$ cat src/sawe_pkg.sv
// shared types, constants and helpers of the stop-and-wait endpoint
// no dependencies; used by sawe_step and stop_and_wait_endpoint_unit
package sawe_pkg;

	localparam int MAX_MSGS      = 16;
	localparam int MAX_LEN_BYTES = 1024;
	localparam int SLOT_W        = $clog2(MAX_MSGS);
	localparam int NS_W          = $clog2(MAX_MSGS + 1);
	localparam int LEN_W         = $clog2(MAX_LEN_BYTES);
	localparam int SEQ_W         = 32;
	localparam int TICK_W        = 16;
	localparam int MISS_W        = 8;
	localparam int CNT_W         = 5;
	localparam int RES_MAX       = 3;
	localparam int RES_W         = 2;

	typedef enum logic [2:0] {
		REQ_TICK        = 3'd0,
		REQ_RX_PING     = 3'd1,
		REQ_RX_REGULAR  = 3'd2,
		REQ_LOAD_LEN    = 3'd3,
		REQ_TOGGLE_DROP = 3'd4,
		REQ_TOGGLE_DOWN = 3'd5
	} req_t;

	typedef enum logic [1:0] {
		SEND_NONE    = 2'd0,
		SEND_PING    = 2'd1,
		SEND_REGULAR = 2'd2
	} send_kind_t;

	typedef enum logic [1:0] {
		RXF_NONE   = 2'd0,
		RXF_NO_FIN = 2'd1,
		RXF_FIN    = 2'd2
	} rx_fin_t;

	typedef enum logic [1:0] {
		REG_MSG_COUNT     = 2'd0,
		REG_TIMEOUT       = 2'd1,
		REG_PING_INTERVAL = 2'd2,
		REG_DOWN_THRESH   = 2'd3
	} reg_idx_t;

	typedef struct packed {
		logic [CNT_W-1:0]  msg_count;
		logic [TICK_W-1:0] timeout_ticks;
		logic [TICK_W-1:0] ping_interval_ticks;
		logic [MISS_W-1:0] miss_limit;
	} cfg_t;

	typedef struct packed {
		logic [2:0]        req_type;
		logic [SEQ_W-1:0]  rx_seq;
		logic [SEQ_W-1:0]  rx_ack;
		logic              rx_fin_flag;
		logic              rx_ack_flag;
		logic              rx_seq_flag;
		logic [LEN_W-1:0]  msg_len_bytes;
		logic [SLOT_W-1:0] load_slot;
	} item_t;

	typedef struct packed {
		send_kind_t        send_kind;
		logic              has_content;
		logic [SLOT_W-1:0] content_slot;
		logic [SEQ_W-1:0]  tx_seq;
		logic [SEQ_W-1:0]  tx_ack;
		logic              tx_fin;
	} result_t;

	typedef struct packed {
		logic [NS_W-1:0]   next_slot;
		logic [SEQ_W-1:0]  cur_seq;
		logic [SEQ_W-1:0]  cur_ack;
		logic              fin_state;
		logic              clear_to_send;
		logic              peer_is_up;
		logic              ping_on;
		logic              drop_regular;
		logic              node_is_down;
		logic              timer_running;
		logic [TICK_W-1:0] timer_ticks;
		logic [TICK_W-1:0] alarm_ticks;
		logic [MISS_W-1:0] missed_pings;
		rx_fin_t           last_rx_fin;
		logic              done_flag;
		logic [LEN_W-1:0]  sent_len;
	} state_t;

	typedef struct packed {
		logic              we;
		logic [SLOT_W-1:0] addr;
		logic [LEN_W-1:0]  data;
	} tbl_wr_t;

	function automatic result_t mk_result(send_kind_t kind, logic has,
			logic [SLOT_W-1:0] slot, logic [SEQ_W-1:0] seq, logic [SEQ_W-1:0] ack,
			logic fin);
		result_t r;
		r.send_kind    = kind;
		r.has_content  = has;
		r.content_slot = has ? slot : '0;
		r.tx_seq       = seq;
		r.tx_ack       = ack;
		r.tx_fin       = fin;
		return r;
	endfunction

	function automatic logic [SEQ_W-1:0] len_to_bits(logic [LEN_W-1:0] len);
		return SEQ_W'({len, 3'b000});
	endfunction

endpackage

$ cat src/sawe_step.sv
// next-state and result logic for one item of the stop-and-wait endpoint
// depends on sawe_pkg
module sawe_step (
	input  sawe_pkg::state_t  st,
	input  sawe_pkg::cfg_t    cfg,
	input  sawe_pkg::item_t   item,
	input  logic [sawe_pkg::LEN_W-1:0] rd_len,
	output sawe_pkg::state_t  nxt,
	output sawe_pkg::result_t res [sawe_pkg::RES_MAX],
	output logic [sawe_pkg::RES_W-1:0] res_cnt,
	output sawe_pkg::tbl_wr_t tbl_wr
);

	sawe_pkg::state_t v;
	logic [sawe_pkg::RES_W-1:0] cnt;
	logic [sawe_pkg::NS_W-1:0] n;
	logic [sawe_pkg::NS_W-1:0] lslot_ext;
	logic [sawe_pkg::LEN_W-1:0] prev_len;
	logic [sawe_pkg::LEN_W-1:0] cur_len;
	logic is_load;
	logic closed;
	sawe_pkg::result_t r;

	always_comb begin
		v         = st;
		cnt       = '0;
		closed    = 1'b0;
		r         = '0;
		tbl_wr    = '0;
		for (int i = 0; i < sawe_pkg::RES_MAX; i++) begin
			res[i] = '0;
		end
		n = (cfg.msg_count > sawe_pkg::CNT_W'(sawe_pkg::MAX_MSGS)) ?
			sawe_pkg::NS_W'(sawe_pkg::MAX_MSGS) : sawe_pkg::NS_W'(cfg.msg_count);
		is_load   = (item.req_type == sawe_pkg::REQ_LOAD_LEN);
		lslot_ext = sawe_pkg::NS_W'(item.load_slot);
		// table contents seen after this item's load
		prev_len = (is_load && st.next_slot != '0 && lslot_ext == st.next_slot - 1'b1) ?
			item.msg_len_bytes : st.sent_len;
		cur_len  = (is_load && lslot_ext == st.next_slot) ? item.msg_len_bytes : rd_len;

		if (!st.done_flag) begin
			if (n != '0) begin
				v.ping_on = 1'b1;
			end
			if (n != '0 && st.next_slot < n) begin
				v.fin_state = 1'b0;
			end
			v.sent_len = prev_len;

			case (item.req_type)
				sawe_pkg::REQ_LOAD_LEN: begin
					tbl_wr.we   = 1'b1;
					tbl_wr.addr = item.load_slot;
					tbl_wr.data = item.msg_len_bytes;
				end
				sawe_pkg::REQ_TOGGLE_DROP: begin
					v.drop_regular = ~st.drop_regular;
				end
				sawe_pkg::REQ_TOGGLE_DOWN: begin
					v.node_is_down = ~st.node_is_down;
					if (v.node_is_down) begin
						v.timer_running = 1'b0;
					end
				end
				sawe_pkg::REQ_TICK: begin
					if (v.timer_running && v.timer_ticks != '1) begin
						v.timer_ticks = v.timer_ticks + 1'b1;
					end
					if (v.alarm_ticks != '1) begin
						v.alarm_ticks = v.alarm_ticks + 1'b1;
					end
					if (v.alarm_ticks >= cfg.ping_interval_ticks) begin
						v.alarm_ticks = '0;
						if (v.missed_pings != '1) begin
							v.missed_pings = v.missed_pings + 1'b1;
						end
						if (v.ping_on && !v.node_is_down) begin
							res[cnt] = sawe_pkg::mk_result(sawe_pkg::SEND_PING, 1'b0, '0, '0, '0,
								1'b0);
							cnt = cnt + 1'b1;
						end
					end
				end
				default: begin
				end
			endcase

			// send phase
			if (v.peer_is_up && !v.node_is_down) begin
				if (v.clear_to_send && v.next_slot < n) begin
					if (v.next_slot == '0) begin
						v.cur_seq = sawe_pkg::SEQ_W'(1);
					end else begin
						v.cur_seq = v.cur_seq + sawe_pkg::len_to_bits(prev_len);
					end
					if (v.next_slot == n - 1'b1) begin
						v.fin_state = 1'b1;
					end
					if (cnt < sawe_pkg::RES_W'(sawe_pkg::RES_MAX)) begin
						res[cnt] = sawe_pkg::mk_result(sawe_pkg::SEND_REGULAR, 1'b1,
							v.next_slot[sawe_pkg::SLOT_W-1:0], v.cur_seq, v.cur_ack,
							v.fin_state);
						cnt = cnt + 1'b1;
					end
					v.timer_running = 1'b1;
					v.timer_ticks   = '0;
					v.sent_len      = cur_len;
					v.next_slot     = v.next_slot + 1'b1;
					v.clear_to_send = 1'b0;
				end
				if (v.missed_pings > cfg.miss_limit &&
						(!v.fin_state || v.last_rx_fin == sawe_pkg::RXF_NO_FIN)) begin
					v.peer_is_up = 1'b0;
				end
				if (v.timer_running && v.timer_ticks > cfg.timeout_ticks) begin
					if (v.next_slot <= n && v.next_slot != '0) begin
						r = sawe_pkg::mk_result(sawe_pkg::SEND_REGULAR, 1'b1,
							sawe_pkg::SLOT_W'(v.next_slot - 1'b1), v.cur_seq, v.cur_ack,
							v.fin_state);
					end else begin
						r = sawe_pkg::mk_result(sawe_pkg::SEND_REGULAR, 1'b0, '0, v.cur_seq,
							v.cur_ack, v.fin_state);
					end
					if (cnt < sawe_pkg::RES_W'(sawe_pkg::RES_MAX)) begin
						res[cnt] = r;
						cnt = cnt + 1'b1;
					end
					v.timer_running = 1'b1;
					v.timer_ticks   = '0;
				end
			end

			// received message
			if (item.req_type == sawe_pkg::REQ_RX_PING ||
					item.req_type == sawe_pkg::REQ_RX_REGULAR) begin
				v.last_rx_fin = (item.req_type == sawe_pkg::REQ_RX_REGULAR && item.rx_fin_flag) ?
					sawe_pkg::RXF_FIN : sawe_pkg::RXF_NO_FIN;
				if (!v.node_is_down && item.req_type == sawe_pkg::REQ_RX_PING) begin
					v.missed_pings = '0;
					v.peer_is_up   = 1'b1;
					if (!v.ping_on) begin
						v.ping_on   = 1'b1;
						v.fin_state = 1'b0;
					end
				end else if (!v.node_is_down && !v.drop_regular) begin
					if (item.rx_fin_flag) begin
						v.cur_ack = item.rx_seq + 1'b1;
						if (n == '0 || v.next_slot >= n) begin
							v.fin_state = 1'b1;
						end
						if (cnt < sawe_pkg::RES_W'(sawe_pkg::RES_MAX)) begin
							res[cnt] = sawe_pkg::mk_result(sawe_pkg::SEND_REGULAR, 1'b0, '0,
								item.rx_ack, v.cur_ack, v.fin_state);
							cnt = cnt + 1'b1;
						end
						v.timer_running = 1'b1;
						v.timer_ticks   = '0;
					end
					if (item.rx_ack_flag) begin
						if (!v.fin_state && n == '0) begin
							if (item.rx_ack == v.cur_seq) begin
								v.timer_running = 1'b0;
								v.clear_to_send = 1'b1;
								v.cur_ack       = '1;
							end
						end else if (n != '0 && v.next_slot != '0 &&
								item.rx_ack == v.cur_seq + sawe_pkg::len_to_bits(v.sent_len)) begin
							v.timer_running = 1'b0;
							v.clear_to_send = 1'b1;
							v.cur_ack       = '1;
						end else if (v.fin_state && item.rx_ack == v.cur_seq + 1'b1) begin
							v.cur_seq = v.cur_seq + 1'b1;
							v.cur_ack = item.rx_seq + 1'b1;
							if (cnt < sawe_pkg::RES_W'(sawe_pkg::RES_MAX)) begin
								res[cnt] = sawe_pkg::mk_result(sawe_pkg::SEND_REGULAR, 1'b0, '0,
									v.cur_seq, v.cur_ack, v.fin_state);
								cnt = cnt + 1'b1;
							end
							v.ping_on   = 1'b0;
							v.done_flag = 1'b1;
							closed      = 1'b1;
						end
					end
					if (!closed && !v.fin_state && item.rx_seq_flag) begin
						v.cur_ack = item.rx_seq + sawe_pkg::len_to_bits(item.msg_len_bytes);
						if (n <= v.next_slot && cnt < sawe_pkg::RES_W'(sawe_pkg::RES_MAX)) begin
							res[cnt] = sawe_pkg::mk_result(sawe_pkg::SEND_REGULAR, 1'b0, '0,
								v.cur_seq, v.cur_ack, v.fin_state);
							cnt = cnt + 1'b1;
						end
					end
				end
			end
		end

		// status-only result
		if (cnt == '0) begin
			res[0] = sawe_pkg::mk_result(sawe_pkg::SEND_NONE, 1'b0, '0, '0, '0, 1'b0);
			cnt    = sawe_pkg::RES_W'(1);
		end
		nxt     = v;
		res_cnt = cnt;
	end

endmodule

$ cat src/stop_and_wait_endpoint_unit.sv
// Stop-and-wait endpoint. Each accepted item is held in an input register,
// its whole effect on the endpoint state is worked out combinationally, and its
// one to three results land in a result register that drives the output
// channel one result per cycle while out_ready is high, with last_result on the
// final one. The item in the input register moves on only when the last result
// of the item before it is taken, so while results drain the unit holds at most
// one further item. Message lengths live in a 16-entry register file written
// by load items. Registers sit on a 4-bit APB port: msg_count at 0x0,
// timeout_ticks at 0x4, ping_interval_ticks at 0x8, missed-ping limit at 0xC.
// Depends on sawe_pkg and sawe_step.
module stop_and_wait_endpoint_unit (
	input  logic        clk,
	input  logic        arst_n,
	input  logic        psel,
	input  logic        penable,
	input  logic        pwrite,
	input  logic [3:0]  paddr,
	input  logic [31:0] pwdata,
	output logic [31:0] prdata,
	output logic        pready,
	input  logic        in_valid,
	output logic        in_ready,
	input  logic [2:0]  req_type,
	input  logic signed [31:0] rx_seq,
	input  logic signed [31:0] rx_ack,
	input  logic        rx_fin_flag,
	input  logic        rx_ack_flag,
	input  logic        rx_seq_flag,
	input  logic [9:0]  msg_len_bytes,
	input  logic [3:0]  load_slot,
	output logic        out_valid,
	input  logic        out_ready,
	output logic [1:0]  send_kind,
	output logic        has_content,
	output logic [3:0]  content_slot,
	output logic signed [31:0] tx_seq,
	output logic signed [31:0] tx_ack,
	output logic        tx_fin,
	output logic        peer_up,
	output logic        finished,
	output logic        last_result
);

	sawe_pkg::cfg_t    cfg_q;
	sawe_pkg::state_t  st_q;
	sawe_pkg::state_t  nxt;
	sawe_pkg::item_t   item_s1;
	sawe_pkg::item_t   item_in;
	logic              valid_s1;
	logic              valid_s2;
	sawe_pkg::result_t res_s2 [sawe_pkg::RES_MAX];
	sawe_pkg::result_t res_c [sawe_pkg::RES_MAX];
	logic [sawe_pkg::RES_W-1:0] cnt_s2;
	logic [sawe_pkg::RES_W-1:0] res_cnt;
	logic [sawe_pkg::RES_W-1:0] idx_q;
	logic              peer_s2;
	logic              done_s2;
	logic [sawe_pkg::LEN_W-1:0] len_tbl_q [sawe_pkg::MAX_MSGS];
	logic [sawe_pkg::LEN_W-1:0] rd_len;
	sawe_pkg::tbl_wr_t tbl_wr;
	sawe_pkg::reg_idx_t reg_idx;
	sawe_pkg::result_t cur_res;
	logic              out_last;
	logic              s2_free;
	logic              advance;
	logic              cfg_we;

	// config port
	assign pready  = 1'b1;
	assign reg_idx = sawe_pkg::reg_idx_t'(paddr[3:2]);
	assign cfg_we  = psel && penable && pwrite;

	always_ff @(posedge clk or negedge arst_n) begin
		if (!arst_n) begin
			cfg_q.msg_count           <= '0;
			cfg_q.timeout_ticks       <= sawe_pkg::TICK_W'(3000);
			cfg_q.ping_interval_ticks <= sawe_pkg::TICK_W'(2000);
			cfg_q.miss_limit          <= sawe_pkg::MISS_W'(9);
		end else if (cfg_we) begin
			case (reg_idx)
				sawe_pkg::REG_MSG_COUNT:     cfg_q.msg_count <= pwdata[sawe_pkg::CNT_W-1:0];
				sawe_pkg::REG_TIMEOUT:       cfg_q.timeout_ticks <= pwdata[sawe_pkg::TICK_W-1:0];
				sawe_pkg::REG_PING_INTERVAL: begin
					cfg_q.ping_interval_ticks <= pwdata[sawe_pkg::TICK_W-1:0];
				end
				sawe_pkg::REG_DOWN_THRESH:   cfg_q.miss_limit <= pwdata[sawe_pkg::MISS_W-1:0];
				default: begin
				end
			endcase
		end
	end

	always_comb begin
		case (reg_idx)
			sawe_pkg::REG_MSG_COUNT:     prdata = 32'(cfg_q.msg_count);
			sawe_pkg::REG_TIMEOUT:       prdata = 32'(cfg_q.timeout_ticks);
			sawe_pkg::REG_PING_INTERVAL: prdata = 32'(cfg_q.ping_interval_ticks);
			sawe_pkg::REG_DOWN_THRESH:   prdata = 32'(cfg_q.miss_limit);
			default:                     prdata = '0;
		endcase
	end

	// handshake and stage control
	assign out_last = (idx_q == cnt_s2 - 1'b1);
	assign s2_free  = !valid_s2 || (out_ready && out_last);
	assign advance  = valid_s1 && s2_free;
	assign in_ready = !valid_s1 || advance;

	assign item_in.req_type      = req_type;
	assign item_in.rx_seq        = rx_seq;
	assign item_in.rx_ack        = rx_ack;
	assign item_in.rx_fin_flag   = rx_fin_flag;
	assign item_in.rx_ack_flag   = rx_ack_flag;
	assign item_in.rx_seq_flag   = rx_seq_flag;
	assign item_in.msg_len_bytes = msg_len_bytes;
	assign item_in.load_slot     = load_slot;

	always_ff @(posedge clk or negedge arst_n) begin
		if (!arst_n) begin
			valid_s1 <= 1'b0;
		end else if (in_ready) begin
			valid_s1 <= in_valid;
		end
	end

	always_ff @(posedge clk) begin
		if (in_valid && in_ready) begin
			item_s1 <= item_in;
		end
	end

	// length table
	assign rd_len = len_tbl_q[st_q.next_slot[sawe_pkg::SLOT_W-1:0]];

	always_ff @(posedge clk) begin
		if (advance && tbl_wr.we) begin
			len_tbl_q[tbl_wr.addr] <= tbl_wr.data;
		end
	end

	sawe_step u_step (
		.st      (st_q),
		.cfg     (cfg_q),
		.item    (item_s1),
		.rd_len  (rd_len),
		.nxt     (nxt),
		.res     (res_c),
		.res_cnt (res_cnt),
		.tbl_wr  (tbl_wr)
	);

	// endpoint state
	always_ff @(posedge clk or negedge arst_n) begin
		if (!arst_n) begin
			st_q.next_slot     <= '0;
			st_q.cur_seq       <= sawe_pkg::SEQ_W'(1);
			st_q.cur_ack       <= '1;
			st_q.fin_state     <= 1'b1;
			st_q.clear_to_send <= 1'b1;
			st_q.peer_is_up    <= 1'b0;
			st_q.ping_on       <= 1'b0;
			st_q.drop_regular  <= 1'b1;
			st_q.node_is_down  <= 1'b0;
			st_q.timer_running <= 1'b0;
			st_q.timer_ticks   <= '0;
			st_q.alarm_ticks   <= '0;
			st_q.missed_pings  <= '0;
			st_q.last_rx_fin   <= sawe_pkg::RXF_NONE;
			st_q.done_flag     <= 1'b0;
			st_q.sent_len      <= '0;
		end else if (advance) begin
			st_q <= nxt;
		end
	end

	// result register
	always_ff @(posedge clk or negedge arst_n) begin
		if (!arst_n) begin
			valid_s2 <= 1'b0;
			idx_q    <= '0;
		end else if (advance) begin
			valid_s2 <= 1'b1;
			idx_q    <= '0;
		end else if (valid_s2 && out_ready) begin
			if (out_last) begin
				valid_s2 <= 1'b0;
			end else begin
				idx_q <= idx_q + 1'b1;
			end
		end
	end

	always_ff @(posedge clk) begin
		if (advance) begin
			res_s2  <= res_c;
			cnt_s2  <= res_cnt;
			peer_s2 <= nxt.peer_is_up;
			done_s2 <= nxt.done_flag;
		end
	end

	assign cur_res      = res_s2[idx_q];
	assign out_valid    = valid_s2;
	assign send_kind    = cur_res.send_kind;
	assign has_content  = cur_res.has_content;
	assign content_slot = cur_res.content_slot;
	assign tx_seq       = cur_res.tx_seq;
	assign tx_ack       = cur_res.tx_ack;
	assign tx_fin       = cur_res.tx_fin;
	assign peer_up      = peer_s2;
	assign finished     = done_s2;
	assign last_result  = out_last;

endmodule

$ cat config.mk
export PLATFORM = sky130hd
export DESIGN_NAME = stop_and_wait_endpoint_unit
export DESIGN_NICKNAME = d
export VERILOG_FILES = /design/src/sawe_pkg.sv /design/src/sawe_step.sv /design/src/stop_and_wait_endpoint_unit.sv
export SDC_FILE = /design/constraint.sdc
export NUM_CORES = 2
export LEC_CHECK = 0
export BUFFER_PORTS_ARGS = -buffer_cell sky130_fd_sc_hd__buf_2
export CAP_MARGIN = 20
export CORE_UTILIZATION = 45
export CTS_CLUSTER_SIZE = 40
export DETAILED_ROUTE_END_ITERATION = 10
export HOLD_SLACK_MARGIN = 0.05
export PLACE_DENSITY = 0.71
export SKIP_LAST_GASP = 1
export SLEW_MARGIN = 20
export SYNTH_ARGS = -nofsm -noshare
export SYNTH_HDL_FRONTEND = slang
export SYNTH_SLANG_ARGS = --single-unit
$ cat constraint.sdc
create_clock -name clk -period 12.71 [get_ports clk]
set_clock_uncertainty 0.15 [all_clocks]
set_input_delay 1.271 -clock clk [delete_from_list [all_inputs] [get_ports clk]]
set_output_delay 1.271 -clock clk [all_outputs]
set_load 0.05 [all_outputs]
==> summary.txt <==
Pwr
  – Leakage power: 16.85 nW
  – Share of total power consumed by net switching: 41.86%
  – Share of total power in combinational logic: 35.5%
  – Max IR drop VDD: 0.1030 mV
  – Areal power density over the cells: 168.3 nW/µm²
  – NetSw: 3.375 mW
  – Proportion of power drawn by the clock network: 26.5%
  – Sequential Power Share: 37.9%
  – Pint: 4.688 mW

Logic synthesis
  – Number of cells produced by synthesis: 4,754
  – Area leader, netlist: edfxtp_1
  – Largest cells by area after synthesis: edfxtp_1 32%, dfrtp_1 7.3%, nand2_1 5.7%
  – Xor-xnor portion of the synthesized cell area: 5.136%
  – Adder and majority cell fraction of the synthesized area: 3.041%
  – Largest family of logic cells by synthesized area: compound AO/OA/AOI/OAI gates
  – Sequential cell area fraction in the yosys report: 42.30%
  – Syn Area/Cell: 9.147 µm²
  – Summed instance area of the synthesized netlist: 43,480 µm²
  – Most instantiated flip-flop cell in the synthesis netlist: edfxtp_1
  – Multiplexer area fraction after synthesis: 6.411%
  – Syn. warnings: 0
  – Area fraction of the dominant cell type after synthesis: 31.91%
  – Number of enable-type register cells in the synthesized netlist: 462
  – Area share of and/or/nand/nor cells after synthesis: 18.52%
  – Yosys reg bits: 640
  – Cell variety after synth: 111
  – Fraction of synthesis flops using an asynchronous set or reset pin: 27.81%
  – Share of the synthesized area in compound gates (AO/OA/AOI/OAI): 19.99%

Timing
  – Fmax: 95.46 MHz
  – Crit path time final: 10.48 ns
  – Share of the cycle needed by the critical path after routing: 82.42%
  – Fin Hold WS: 0.3284 ns
  – Worst-margin pin slew: 1.279 ns
  – Final setup TNS: 0 ns
  – Final setup fails: 0
  – Unrepaired setup endpoints after global routing: false
  – Hold Fails Final Rpt: 0
  – Max-slew violation count: 0
  – Rel. slew slack: 14.15%

Layout
  – Layout net count: 5,000
  – Area grow syn2layout: 10.16%
  – Post-Layout Inst Area: 47,900 µm²
  – Share of layout cells above drive strength 1: 13.50%

Worst setup path
  – Worst Setup Path Type: reg2reg
  – Worst r2r src: st_q[124]
  – Nature of the critical path endpoint: register
  – Required time of the critical path: 12.88 ns
  – Critical path launch point type: register
  – Data arrival time at the worst-slack endpoint: 10.64 ns
  – Critical path fanouts, max: 47
  – Timing startpoint of the critical path: st_q[124]

Die
  – Die ar.: 97,880 µm²
  – Die Span Y: 312.9 µm
  – Initial standard-cell utilization of the core: 45.63%
  – Die outline width: 312.9 µm
  – Placeable Area: 95,290 µm²
  – Number of top-level pins: 237
  – Std cell rows: 113

Hold path
  – Beginning of the worst hold path: st_q[4]
  – Worst hold path class: reg2reg

Placement
  – Sum of net half-perimeters after detailed placement: 113,800 µm
  – Port buffer count: 201
  – Placed cell areas: 45,490 µm²
  – Weighted congestion at the end of routability-driven global placement: 1.021

CTS
  – Later-pin clock latency in the skew report: 0.68 ns
  – Number of setup buffers added after CTS: 0
  – # hold bufs at CTS: 0
  – Number of buffers added by the clock tree synthesis step: 73
  – CTS max path bufs: 3
  – Root Buffer: clkbuf_16
  – PostCTS Resize Cnt: 0
  – Clock transition at the registers of the reported paths: 0.07 ns
  – Clock tree from TritonCTS: yes
  – Clock Sink Count: 640
  – H-tree levels: 3

Global route
  – Number of global-route vias before repair: 37.64k
  – Wire length of the first global-routing pass: 240,900 µm
  – Initial antenna violation count: 2
  – Sum of overflow across all layers after global routing: 0
  – Maximum number of pins on one net before global-route repair: 89
  – Total routing resource utilization after global routing: 32.37%

Drt
  – Via count: 40.61k
  – Drt first pass iters: 9
  – DRC errors left: 0
  – First-iteration detailed-routing DRC count: 6,559
  – WL/cell: 26.73 µm
  – Drt total wl: 163,000 µm
  – Via/cell ratio: 6.660
  – Final ANT Viol Nets: 0

Outcome
  – Status: finished, final reports clean

Run
  – # Max-Cap Violations: 0
-- per-layer routing --
layer  vias up  part of all wire [%]  GRT usage, %
met3       622                    13         9.574
met4         2                   5.6         15.92
met2      2883                    43         47.96
met5         -                0.0080             0
li1      17670                     -             -
met1     19430                    38         43.12
-- power by group through the flow --
stage          combinational (mW)  sequential [mW]  clock, mW
4_1_cts                      2.81             3.04       2.17
3_3_place_gp                 2.77             3.07          0
3_5_place_dp                 2.81             3.08          0
5_1_grt                      3.02             3.09       2.24
6_report                     2.86             3.06       2.14
2_1_floorplan                2.03             2.97          0
-- synthesized netlist by cell type (all sizes together), types with 30 or more instances --
cell type,instances
nand4,52
a22oi,41
dfrtp,127
nand3,151
inv,106
buf,122
o21ai,392
a211oi,92
a21oi,285
a32oi,44
o22ai,83
a31oi,41
a21o,30
o31ai,33
or3,46
edfxtp,462
ha,100
mux2i,122
xor2,92
o211ai,31
mux4,55
dfstp,51
o21a,46
and2,44
nor3,166
nor4,36
nand2b,35
xnor2,163
and3,50
nand2,662
clkbuf,255
nor2,374
-- metrics by stage --
stage	utilization [%]	power [mW]	instances	worst slack, ns
2_1_floorplan	-	4.996	4769	3.622
3_3_place_gp	47.73	5.834	5960	2.733
3_5_place_dp	47.74	5.890	5960	2.553
4_1_cts	50.25	8.024	6093	2.529
5_1_grt	50.26	8.347	6093	1.924
6_report	50.27	8.063	6097	2.235
-- flip-flops by register name (all words and copies together), names as in the netlist --
| name | count |
|---|---|
| cnt_s2 | 2 |
| peer_up | 1 |
| valid_s1 | 1 |
| res_s2 | 214 |
| cfg_q | 45 |
| out_valid | 1 |
| len_tbl_q | 160 |
| st_q | 129 |
| idx_q | 2 |
| finished | 1 |
| item_s1 | 84 |
-- worst max-delay path, cell delays in order (launching register included) --
cell and delay, ns:
dfrtp_2 0.35, buf_4 0.67, nor2_1 0.15, xnor2_1 0.17, nor3_1 0.14, a31oi_1 0.07
nor4_2 0.55, buf_4 0.28, mux2_2 0.40, ha_1 0.29, a211oi_1 0.53, o21ai_2 0.24
a2111oi_0 0.82, o41ai_1 0.19, o21ai_1 0.35, o211ai_1 0.32, nor4_2 0.89, nand2_1 0.42
xor2_1 0.27, nand4_1 0.27, nor4_4 0.08, buf_4 0.29, nand2_1 0.11, buf_4 0.47
nand2_1 0.16, o21ai_1 1.02, a221oi_1 0.42
-- area by class of cell --
type                    count  area [µm²]
diodes                      4       10.01
clock buffers              93        1943
clock inverters            40       455.4
fillers                  8764       47390
inverters                 108       412.9
multi-input cells        3644       23320
flip-flops and latches    640       18400
well taps                1265        1583
repair buffers            303        1780
-- path summary, 6_finish.rpt --
check / end / slack, ns / cells past startpoint
worst min register to register: st_q[4] / 0.33 / 2
worst max register to register: res_s2[193] / 2.23 / 26
min in group asynchronous: st_q[98] / 0.52 / 1
max in group asynchronous: cfg_q[38] / 9.69 / 3
worst max-delay path: res_s2[193] / 2.23 / 26
worst min-delay path: st_q[4] / 0.33 / 2
-- cells by family (layout without fill, tap and decap cells) --
kind of cell,after synthesis,count (layout)
and+or+nand+nor,1723,1723
AOI/OAI and AO/OA,1340,1340
DFF,640,640
buffers and inverters,485,544
xor gates and xnor gates,255,255
muxes,205,205
adders and majority gates,104,104
other,2,21
-- layout by cell type (no fill, tap or decap), types with 74 or more instances in the layout --
| cell | n |
|---|---|
| nand2_1 | 659 |
| edfxtp_1 | 462 |
| o21ai_0 | 375 |
| nor2_1 | 359 |
| a21oi_1 | 282 |
| buf_2 | 200 |
| nor3_1 | 163 |
| xnor2_1 | 163 |
| nand3_1 | 149 |
| dfrtp_1 | 122 |
| mux2i_1 | 121 |
| inv_1 | 102 |
| buf_4 | 102 |
| ha_1 | 100 |
| xor2_1 | 92 |
| a211oi_1 | 90 |
| o22ai_1 | 83 |
| clkbuf_16 | 74 |
Power figures use the tool's default switching activity.
